$ cat config.mk
export PLATFORM = sky130hd
export DESIGN_NAME = ultrasonic_ranging_steering
export DESIGN_NICKNAME = d
export VERILOG_FILES = /design/src/rtl/urs_pkg.sv /design/src/rtl/urs_echo_channel.sv /design/src/rtl/ultrasonic_ranging_steering.sv
export SDC_FILE = /design/constraint.sdc
export NUM_CORES = 2
export LEC_CHECK = 0
export ABC_AREA = 1
export BUFFER_PORTS_ARGS = -buffer_cell sky130_fd_sc_hd__buf_2
export CORE_MARGIN = 2
export CORE_UTILIZATION = 50
export CTS_CLUSTER_SIZE = 20
export DETAILED_ROUTE_END_ITERATION = 10
export PLACE_DENSITY_LB_ADDON = 0.3
export SLEW_MARGIN = 25
export SYNTH_ARGS = -nofsm -noshare
export SYNTH_HDL_FRONTEND = slang
export SYNTH_HIERARCHICAL = 1
export SYNTH_SLANG_ARGS = --single-unit
$ cat constraint.sdc
create_clock -name clock -period 12.5 [get_ports clock]
set_clock_uncertainty 0.05 [all_clocks]
set_input_delay 3.125 -clock clock [delete_from_list [all_inputs] [get_ports clock]]
set_output_delay 3.125 -clock clock [all_outputs]
set_load 0.005 [all_outputs]
$ cat src/rtl/urs_pkg.sv
// shared types, constants and the tick-to-centimeter conversion for the ranging block
package urs_pkg;

   localparam int unsigned SENSORS    = 5;
   localparam int unsigned STAMP_BITS = 16;
   localparam int unsigned DIST_BITS  = 10;

   localparam int unsigned THR_BITS    = 10;
   localparam int unsigned PERIOD_BITS = 16;
   localparam int unsigned HOLD_BITS   = 24;
   localparam int unsigned START_BITS  = 2;
   localparam int unsigned DUTY_BITS   = 16;
   localparam int unsigned CSR_BITS    = 24;
   localparam int unsigned PERIODS     = 3;

   localparam int unsigned REQ_BITS = SENSORS;
   localparam int unsigned REQ_W    = ((REQ_BITS + 7) / 8) * 8;
   localparam int unsigned RSP_BITS = SENSORS + 2 + DUTY_BITS + SENSORS * DIST_BITS;
   localparam int unsigned RSP_W    = ((RSP_BITS + 7) / 8) * 8;

   // distance = floor(width * 0.343), done as a multiply by 0.343 scaled by 2^CONV_SHIFT and rounded up
   localparam int unsigned CONV_SHIFT = STAMP_BITS + 10;
   localparam int unsigned CONV_BITS  = STAMP_BITS + 9;
   localparam longint unsigned CONV_MULT =
      (64'd343 * (64'd1 << CONV_SHIFT) + 64'd999) / 64'd1000;
   localparam logic [31:0] DIST_MAX = 32'((64'd1 << DIST_BITS) - 64'd1);

   typedef enum logic [2:0] {
      REG_THRESHOLD  = 3'd0,
      REG_FRONT_PER  = 3'd1,
      REG_SIDE_PER_A = 3'd2,
      REG_SIDE_PER_B = 3'd3,
      REG_STOP_HOLD  = 3'd4,
      REG_START_PER  = 3'd5,
      REG_FWD_DUTY   = 3'd6,
      REG_TURN_DUTY  = 3'd7
   } reg_index_type;

   typedef enum logic [5:0] {
      ST_WAIT      = 6'b000001,
      ST_FWD       = 6'b000010,
      ST_HOLD_PRE  = 6'b000100,
      ST_LEFT      = 6'b001000,
      ST_RIGHT     = 6'b010000,
      ST_HOLD_POST = 6'b100000
   } steer_type;

   typedef enum logic [1:0] {
      CMD_STOP    = 2'd0,
      CMD_FORWARD = 2'd1,
      CMD_LEFT    = 2'd2,
      CMD_RIGHT   = 2'd3
   } drive_type;

   typedef enum int unsigned {
      CH_FRONT       = 0,
      CH_FRONT_LEFT  = 1,
      CH_FRONT_RIGHT = 2,
      CH_REAR_LEFT   = 3,
      CH_REAR_RIGHT  = 4
   } channel_type;

   typedef struct packed {
      logic                  accept;
      logic [STAMP_BITS-1:0] stamp;
      logic [STAMP_BITS-1:0] stamp_next;
   } tick_type;

   function automatic logic [DIST_BITS-1:0] cm_of_ticks(input logic [STAMP_BITS-1:0] width);
      logic [STAMP_BITS+CONV_BITS-1:0] prod;
      logic [31:0]                     whole;
      prod  = {{CONV_BITS{1'b0}}, width} *
              {{STAMP_BITS{1'b0}}, CONV_MULT[CONV_BITS-1:0]};
      whole = 32'(prod >> CONV_SHIFT);
      if (whole > DIST_MAX) begin
         cm_of_ticks = DIST_MAX[DIST_BITS-1:0];
      end else begin
         cm_of_ticks = whole[DIST_BITS-1:0];
      end
   endfunction

endpackage

$ cat src/rtl/urs_echo_channel.sv
// one echo channel: edge detection, pulse timing and distance register
module urs_echo_channel
   import urs_pkg::*;
(
   input  logic                 clock,
   input  logic                 reset,
   input  tick_type             tick,
   input  logic                 level,
   output logic [DIST_BITS-1:0] dist_now
);

   logic                  prev_ff;
   logic [STAMP_BITS-1:0] start_ff, start_in;
   logic [DIST_BITS-1:0]  dist_ff;
   logic [DIST_BITS-1:0]  cand_ff, cand_in;
   logic                  rise, fall;

   assign rise = level & ~prev_ff;
   assign fall = ~level & prev_ff;

   assign start_in = rise ? tick.stamp : start_ff;
   // cand_ff holds the distance a falling edge on the next tick would give
   assign dist_now = fall ? cand_ff : dist_ff;
   assign cand_in  = cm_of_ticks(tick.stamp_next - start_in);

   always_ff @(posedge clock) begin
      if (reset) begin
         prev_ff  <= 1'b0;
         start_ff <= '0;
         dist_ff  <= '0;
         cand_ff  <= '0;
      end else if (tick.accept) begin
         prev_ff  <= level;
         start_ff <= start_in;
         dist_ff  <= dist_now;
         cand_ff  <= cand_in;
      end
   end

endmodule

$ cat src/rtl/ultrasonic_ranging_steering.sv
// top level: trigger scheduling, echo ranging and steering decision per tick
//
// Each req transfer is one 20 us tick carrying the five echo pin levels in
// req_tdata. For every tick exactly one rsp transfer follows, carrying the
// trigger pin levels for that tick, the drive command, the pwm compare value
// and the five latest distances in centimeters (saturated).
// The result of a tick is registered and shows on rsp in the cycle after the
// tick is taken. Throughput is one tick per cycle while rsp is not stalled;
// its loop is the steer state, hold and period counters, updated per tick.
// The result sits in an output register; req_tready stays high while that
// register is empty or being taken, so a stalled receiver holds back at most
// one result and stalls the sender only while that result waits.
// Registers are written through the csr port (enable, index, data); the user
// must write them only while idle, which the block itself does not enforce;
// indexes select threshold, periods, hold time, start wait and two duty values.
// Synchronous reset restores the register defaults, clears all counters,
// distances and echo timing, and puts steering in the waiting state; no
// result is pending after reset.
module ultrasonic_ranging_steering
   import urs_pkg::*;
(
   input  logic                clock,
   input  logic                reset,
   input  logic                req_tvalid,
   output logic                req_tready,
   input  logic [REQ_W-1:0]    req_tdata,   // echo_levels
   output logic                rsp_tvalid,
   input  logic                rsp_tready,
   output logic [RSP_W-1:0]    rsp_tdata,   // trigger_lines, drive_command, pwm_duty,
                                            // dist_front, dist_front_left,
                                            // dist_front_right, dist_rear_left,
                                            // dist_rear_right
   input  logic                csr_we,
   input  logic [2:0]          csr_index,
   input  logic [CSR_BITS-1:0] csr_wdata
);

   logic [THR_BITS-1:0]    thr_ff;
   logic [PERIOD_BITS-1:0] period_ff [PERIODS];
   logic [HOLD_BITS-1:0]   stop_hold_ff;
   logic [START_BITS-1:0]  start_per_ff;
   logic [DUTY_BITS-1:0]   fwd_duty_ff, turn_duty_ff;

   logic [STAMP_BITS-1:0]  stamp_ff;
   logic [PERIOD_BITS-1:0] cnt_ff [PERIODS];
   logic [PERIOD_BITS-1:0] cnt_in [PERIODS];
   logic [PERIODS-1:0]     fire;
   steer_type              steer_ff, steer_in, steer_cur;
   logic [HOLD_BITS-1:0]   hold_ff, hold_in;
   logic [START_BITS-1:0]  start_ff, start_in;

   logic                   rsp_valid_ff, rsp_valid_in;
   logic [RSP_BITS-1:0]    rsp_data_ff, rsp_data_in;

   logic                   accept;
   tick_type               tick;
   logic [DIST_BITS-1:0]   dist_now [SENSORS];
   logic [SENSORS-1:0]     trig;
   logic                   driving, clear;
   drive_type              cmd;
   logic [DUTY_BITS-1:0]   duty;

   assign req_tready = ~rsp_valid_ff | rsp_tready;
   assign accept     = req_tvalid & req_tready;
   assign rsp_tvalid = rsp_valid_ff;
   assign rsp_tdata  = RSP_W'(rsp_data_ff);

   assign tick.accept     = accept;
   assign tick.stamp      = stamp_ff;
   assign tick.stamp_next = stamp_ff + 1'b1;

   for (genvar i = 0; i < SENSORS; i++) begin : g_chan
      urs_echo_channel u_chan (
         .clock    (clock),
         .reset    (reset),
         .tick     (tick),
         .level    (req_tdata[i]),
         .dist_now (dist_now[i])
      );
   end

   // configuration registers
   always_ff @(posedge clock) begin
      if (reset) begin
         thr_ff       <= THR_BITS'(25);
         period_ff[0] <= PERIOD_BITS'(5000);
         period_ff[1] <= PERIOD_BITS'(6000);
         period_ff[2] <= PERIOD_BITS'(7000);
         stop_hold_ff <= HOLD_BITS'(25000);
         start_per_ff <= START_BITS'(2);
         fwd_duty_ff  <= DUTY_BITS'(12000);
         turn_duty_ff <= DUTY_BITS'(7200);
      end else if (csr_we) begin
         unique case (csr_index)
            REG_THRESHOLD:  thr_ff       <= csr_wdata[THR_BITS-1:0];
            REG_FRONT_PER:  period_ff[0] <= csr_wdata[PERIOD_BITS-1:0];
            REG_SIDE_PER_A: period_ff[1] <= csr_wdata[PERIOD_BITS-1:0];
            REG_SIDE_PER_B: period_ff[2] <= csr_wdata[PERIOD_BITS-1:0];
            REG_STOP_HOLD:  stop_hold_ff <= csr_wdata[HOLD_BITS-1:0];
            REG_START_PER:  start_per_ff <= csr_wdata[START_BITS-1:0];
            REG_FWD_DUTY:   fwd_duty_ff  <= csr_wdata[DUTY_BITS-1:0];
            REG_TURN_DUTY:  turn_duty_ff <= csr_wdata[DUTY_BITS-1:0];
         endcase
      end
   end

   // trigger scheduling
   always_comb begin
      logic [PERIOD_BITS-1:0] nxt;
      for (int k = 0; k < PERIODS; k++) begin
         nxt       = cnt_ff[k] + 1'b1;
         fire[k]   = (nxt >= period_ff[k]);
         cnt_in[k] = fire[k] ? '0 : nxt;
      end
   end

   always_comb begin
      unique case (steer_ff)
         ST_WAIT, ST_FWD, ST_HOLD_PRE, ST_LEFT, ST_RIGHT, ST_HOLD_POST:
            steer_cur = steer_ff;
         default: steer_cur = ST_WAIT;
      endcase
   end

   assign driving = (steer_cur == ST_WAIT) || (steer_cur == ST_FWD);

   always_comb begin
      trig = '0;
      if (fire[0]) begin
         trig[CH_FRONT] = 1'b1;
      end
      // right side yields to front, left side yields to both
      if (fire[2] && !fire[0]) begin
         if (driving) trig[CH_FRONT_RIGHT] = 1'b1;
         else         trig[CH_REAR_RIGHT]  = 1'b1;
      end
      if (fire[1] && !fire[0] && !fire[2]) begin
         if (driving) trig[CH_FRONT_LEFT] = 1'b1;
         else         trig[CH_REAR_LEFT]  = 1'b1;
      end
   end

   assign start_in = (fire[0] && start_ff != '1) ? start_ff + 1'b1 : start_ff;

   assign clear = (dist_now[CH_FRONT] >= thr_ff) && (dist_now[CH_FRONT_LEFT] >= thr_ff) &&
                  (dist_now[CH_FRONT_RIGHT] >= thr_ff);

   // steering
   always_comb begin
      steer_in = steer_cur;
      hold_in  = hold_ff;
      unique case (steer_cur)
         ST_WAIT: begin
            if (start_in >= start_per_ff) begin
               if (clear) begin
                  steer_in = ST_FWD;
               end else begin
                  steer_in = ST_HOLD_PRE;
                  hold_in  = '0;
               end
            end
         end
         ST_FWD: begin
            if (!clear) begin
               steer_in = ST_HOLD_PRE;
               hold_in  = '0;
            end
         end
         ST_HOLD_PRE: begin
            if (hold_ff >= stop_hold_ff) begin
               if (clear) begin
                  steer_in = ST_HOLD_POST;
                  hold_in  = '0;
               end else if (dist_now[CH_REAR_LEFT] > dist_now[CH_REAR_RIGHT]) begin
                  steer_in = ST_LEFT;
               end else begin
                  steer_in = ST_RIGHT;
               end
            end else begin
               hold_in = hold_ff + 1'b1;
            end
         end
         ST_HOLD_POST: begin
            if (hold_ff >= stop_hold_ff) begin
               if (clear) begin
                  steer_in = ST_FWD;
               end else begin
                  steer_in = ST_HOLD_PRE;
                  hold_in  = '0;
               end
            end else begin
               hold_in = hold_ff + 1'b1;
            end
         end
         default: begin
            if (clear) begin
               steer_in = ST_HOLD_POST;
               hold_in  = '0;
            end
         end
      endcase
   end

   always_comb begin
      unique case (steer_in)
         ST_FWD: begin
            cmd  = CMD_FORWARD;
            duty = fwd_duty_ff;
         end
         ST_LEFT: begin
            cmd  = CMD_LEFT;
            duty = turn_duty_ff;
         end
         ST_RIGHT: begin
            cmd  = CMD_RIGHT;
            duty = turn_duty_ff;
         end
         default: begin
            cmd  = CMD_STOP;
            duty = '0;
         end
      endcase
   end

   always_comb begin
      rsp_data_in = {dist_now[CH_REAR_RIGHT], dist_now[CH_REAR_LEFT],
                     dist_now[CH_FRONT_RIGHT], dist_now[CH_FRONT_LEFT],
                     dist_now[CH_FRONT], duty, cmd, trig};
   end

   assign rsp_valid_in = accept ? 1'b1 : (rsp_tready ? 1'b0 : rsp_valid_ff);

   always_ff @(posedge clock) begin
      if (reset) begin
         stamp_ff     <= '0;
         for (int k = 0; k < PERIODS; k++) cnt_ff[k] <= '0;
         steer_ff     <= ST_WAIT;
         hold_ff      <= '0;
         start_ff     <= '0;
         rsp_valid_ff <= 1'b0;
      end else begin
         rsp_valid_ff <= rsp_valid_in;
         if (accept) begin
            stamp_ff <= tick.stamp_next;
            for (int k = 0; k < PERIODS; k++) cnt_ff[k] <= cnt_in[k];
            steer_ff <= steer_in;
            hold_ff  <= hold_in;
            start_ff <= start_in;
         end
      end
   end

   always_ff @(posedge clock) begin
      if (accept) begin
         rsp_data_ff <= rsp_data_in;
      end
   end

   // at most one trigger pulse per tick
   a_one_trigger: assert property (@(posedge clock) disable iff (reset)
      rsp_valid_ff |-> $onehot0(rsp_data_ff[SENSORS-1:0]))
      else $error("more than one trigger in a tick");

   // stopped means no pwm drive
   a_stop_duty: assert property (@(posedge clock) disable iff (reset)
      (rsp_valid_ff && rsp_data_ff[SENSORS+1:SENSORS] == CMD_STOP) |->
      rsp_data_ff[SENSORS+2+DUTY_BITS-1:SENSORS+2] == '0)
      else $error("nonzero duty while stopped");

   // every accepted tick leaves a result pending
   a_result_follows: assert property (@(posedge clock) disable iff (reset)
      accept |=> rsp_valid_ff)
      else $error("accepted tick produced no result");

   // steering never leaves waiting before the start count is met
   a_start_wait: assert property (@(posedge clock) disable iff (reset)
      (accept && steer_ff == ST_WAIT && start_in < start_per_ff) |=> steer_ff == ST_WAIT)
      else $error("steering left waiting early");

endmodule

==> flow_summary_export.csv <==
group,metric,value,unit
detailed_routing,wire_per_inst,17.1,µm
die,rows,135,
synth,yosys_warnings,6,
sta,relSlewSlack,21.3,%
clock_tree,root_buffer,"clkbuf_16",
sta,setup_violations,0,
sta,final.setup.tns,0,ns
global_route,grt_pass1_wl,296000,µm
clock_tree,clk_pin_slew,0.06,ns
global_route,grt_pass1_vias,55600,
sta,tightest_slew,1.17,ns
detailed_routing,antenna_left,0,
critical_path,cpPeakStageDelay,0.60,ns
detailed_routing,drt_drc_violations_left,0,
detailed_routing,viasPerCell,5.18,
cells_and_area,area_delta_synth_final,6.27,%
die,initial_utilization,50.2,%
sta,post-route-period-util,87.5,%
clock_tree,tritoncts,"built",
clock_tree,cts_buffers,52,
critical_path,cp.arrival,11.41,ns
cells_and_area,final_common_cell,"inv_1",
worst_hold_path,holdCritPathClass,"flop to flop",
synth,syn-cell-area,67900,µm²
detailed_routing,initialDrtViolationCount,3773,
die,die_x,372,µm
detailed_routing,routed_wl,184000,µm
die,ioPinCount,122,
detailed_routing,dr.pass1.iters,6,
die,coreArea,135000,µm²
synth,ys_ff_latch,471,
sta,holdWs,0.429,ns
critical_path,required,12.97,ns
die,die_area,139000,µm²
job,maxCapViolations,0,
placed_design,dp_hpwl,155000,µm
clock_tree,cts_max_path_buffers,3,
die,die_y,372,µm
global_route,antenna_found_initial,9,
critical_path,slowest_stage,"fa_1",
cells_and_area,drive_gt1_share,6.54,%
placed_design,io_buffers,111,
sta,max_freq,91.4,MHz
clock_tree,insertion_delay,0.63,ns
synth,ys.flop_type,"dfxtp_1",
clock_tree,cts_setup_buffers,0,
detailed_routing,via_count,56000,
clock_tree,cts_max_level,2,
status,status,"finished clean",
critical_path,cp-start-kind,"input pin",
critical_path,worstPathMaxFanout,26,
critical_path,crit_buf_inv,10,
synth,yosysUniqueCellTypes,73,
sta,hold_viol,0,
clock_tree,postCtsHoldBufs,0,
sta,maxSlewViolCount,0,
clock_tree,cts_sinks,471,
synth,syn_inst,8871,
cells_and_area,final_cell_mix,"inv_1, nand2_1, ha_1",
placed_design,place.gp.congestion,0.980,
sta,min_period,10.94,ns
cells_and_area,nets,10700,
critical_path,critPathCaptureType,"flop",
synth,seq_area_frac_synth,16.4,%
global_route,grt_usage,26.9,%
global_route,gr-total-overflow,0,
sta,grt_setup_unrepaired,"false",
global_route,grt_max_degree,126,
critical_path,critical_path_class,"input pin to flop",
synth,synth_edf_count,169,
critical_path,critPathTopFamily,"adder cells",
clock_tree,cts_resized,0,
synth,syn_avg_cell_area,7.65,µm²
synth,async_reset_ff_share,0,%
synth_stat cells, types with 10 or more instances:
master    instances  share of area, %
ha_1            880                16
nand2_4          28              0.46
buf_6            10              0.17
nor3_1           63              0.46
buf_1            12             0.066
o21ai_1          13             0.096
o21bai_1         42              0.46
nand3_2          59              0.87
nor2_1          754               4.2
a21oi_1         465               3.4
nand2_2         106              0.98
fa_1            770                23
inv_2            26              0.14
or2_2            27              0.25
dfxtp_1         302               8.9
nor2_4           10              0.17
a21oi_2          11              0.14
nand3b_1         12              0.13
xnor2_1          36              0.46
edfxtp_1        169               7.5
a21o_1           40              0.44
xor2_1          108               1.4
clkbuf_1         81              0.45
o211ai_1         29              0.32
inv_1          2141                12
nand2_1        1626               9.0
o21a_1           17              0.19
nand3_1         413               3.0
buf_4            16              0.18
nor2_2           34              0.31
o21ai_0         369               2.7
nand4_1          53              0.49
a31oi_1          23              0.21
nor4_1           18              0.17
path summary, 6_finish.rpt:
path	cells past startpoint	endpoint	from	slack, ns
worst max-delay path	40	g_chan[0].u_chan/cand_ff[2]	req_tdata[0]	1.56
worst min-delay path	2	fwd_duty_ff[11]	fwd_duty_ff[11]	0.43
worst max register to register	42	g_chan[1].u_chan/cand_ff[8]	stamp_ff[0]	2.44
worst min register to register	2	fwd_duty_ff[11]	fwd_duty_ff[11]	0.43
area by class of cell:
cell class | count | area (µm²)
fillers | 13000 | 63000
multi-input cells | 6099 | 47900
flip-flops and latches | 471 | 11100
inverters | 2176 | 8180
well taps | 1781 | 2230
clock buffers | 69 | 1430
repair buffers | 169 | 1010
clock inverters | 29 | 285
diodes | 2 | 5.00
routing by layer:
layer  global-route usage (%)  routed length, µm
met5                        0                 28
met4                     8.30               6240
met3                     3.04              10400
met2                     43.9              84100
met1                     37.3              83500
worst min-delay path, delay by kind of cell (launching register included):
| kind | cells | cell delay (ns) |
|---|---|---|
| DFF | 1 | 0.32 |
| AOI/OAI and AO/OA | 1 | 0.07 |
| and+or+nand+nor | 1 | 0.05 |
stage by stage:
stage / instance area, µm² / instances / utilization (%) / worst slack, ns
2_1_floorplan: 67900 / 8877 / - / 2.09
3_3_place_gp: 70400 / 10700 / 52.1 / 1.04
3_5_place_dp: 70400 / 10700 / 52.1 / 0.994
4_1_cts: 72100 / 10800 / 53.4 / 1.62
5_1_grt: 72100 / 10800 / 53.4 / 0.915
6_report: 72100 / 10800 / 53.4 / 1.56
logic make-up (layout without fill, tap and decap cells):
logic type	Yosys count	after routing	share of synthesized area, %
AND/OR/NAND/NOR	3239	3239	21.1
XOR/XNOR	145	145	1.88
AO/OA/AOI/OAI	1055	1055	8.56
multiplexers	3	3	0.0442
flip-flops	471	471	16.4
buffers and inverters	2307	2443	13.1
adder cells (fa/ha/maj)	1650	1650	38.9
other	1	9	0.00552
registers in the layout, indices dropped and copies added (netlist names), 24 cells and up:
name and flops:
stop_hold_ff 24, rsp_data_ff 73, g_chan.u_chan/dist_ff 50, cnt_ff 48
g_chan.u_chan/cand_ff 50, period_ff 48, g_chan.u_chan/start_ff 80, hold_ff 24
Power is not shown: default switching activity piles up to over one toggle a cycle in this logic, so the estimate is an artifact.
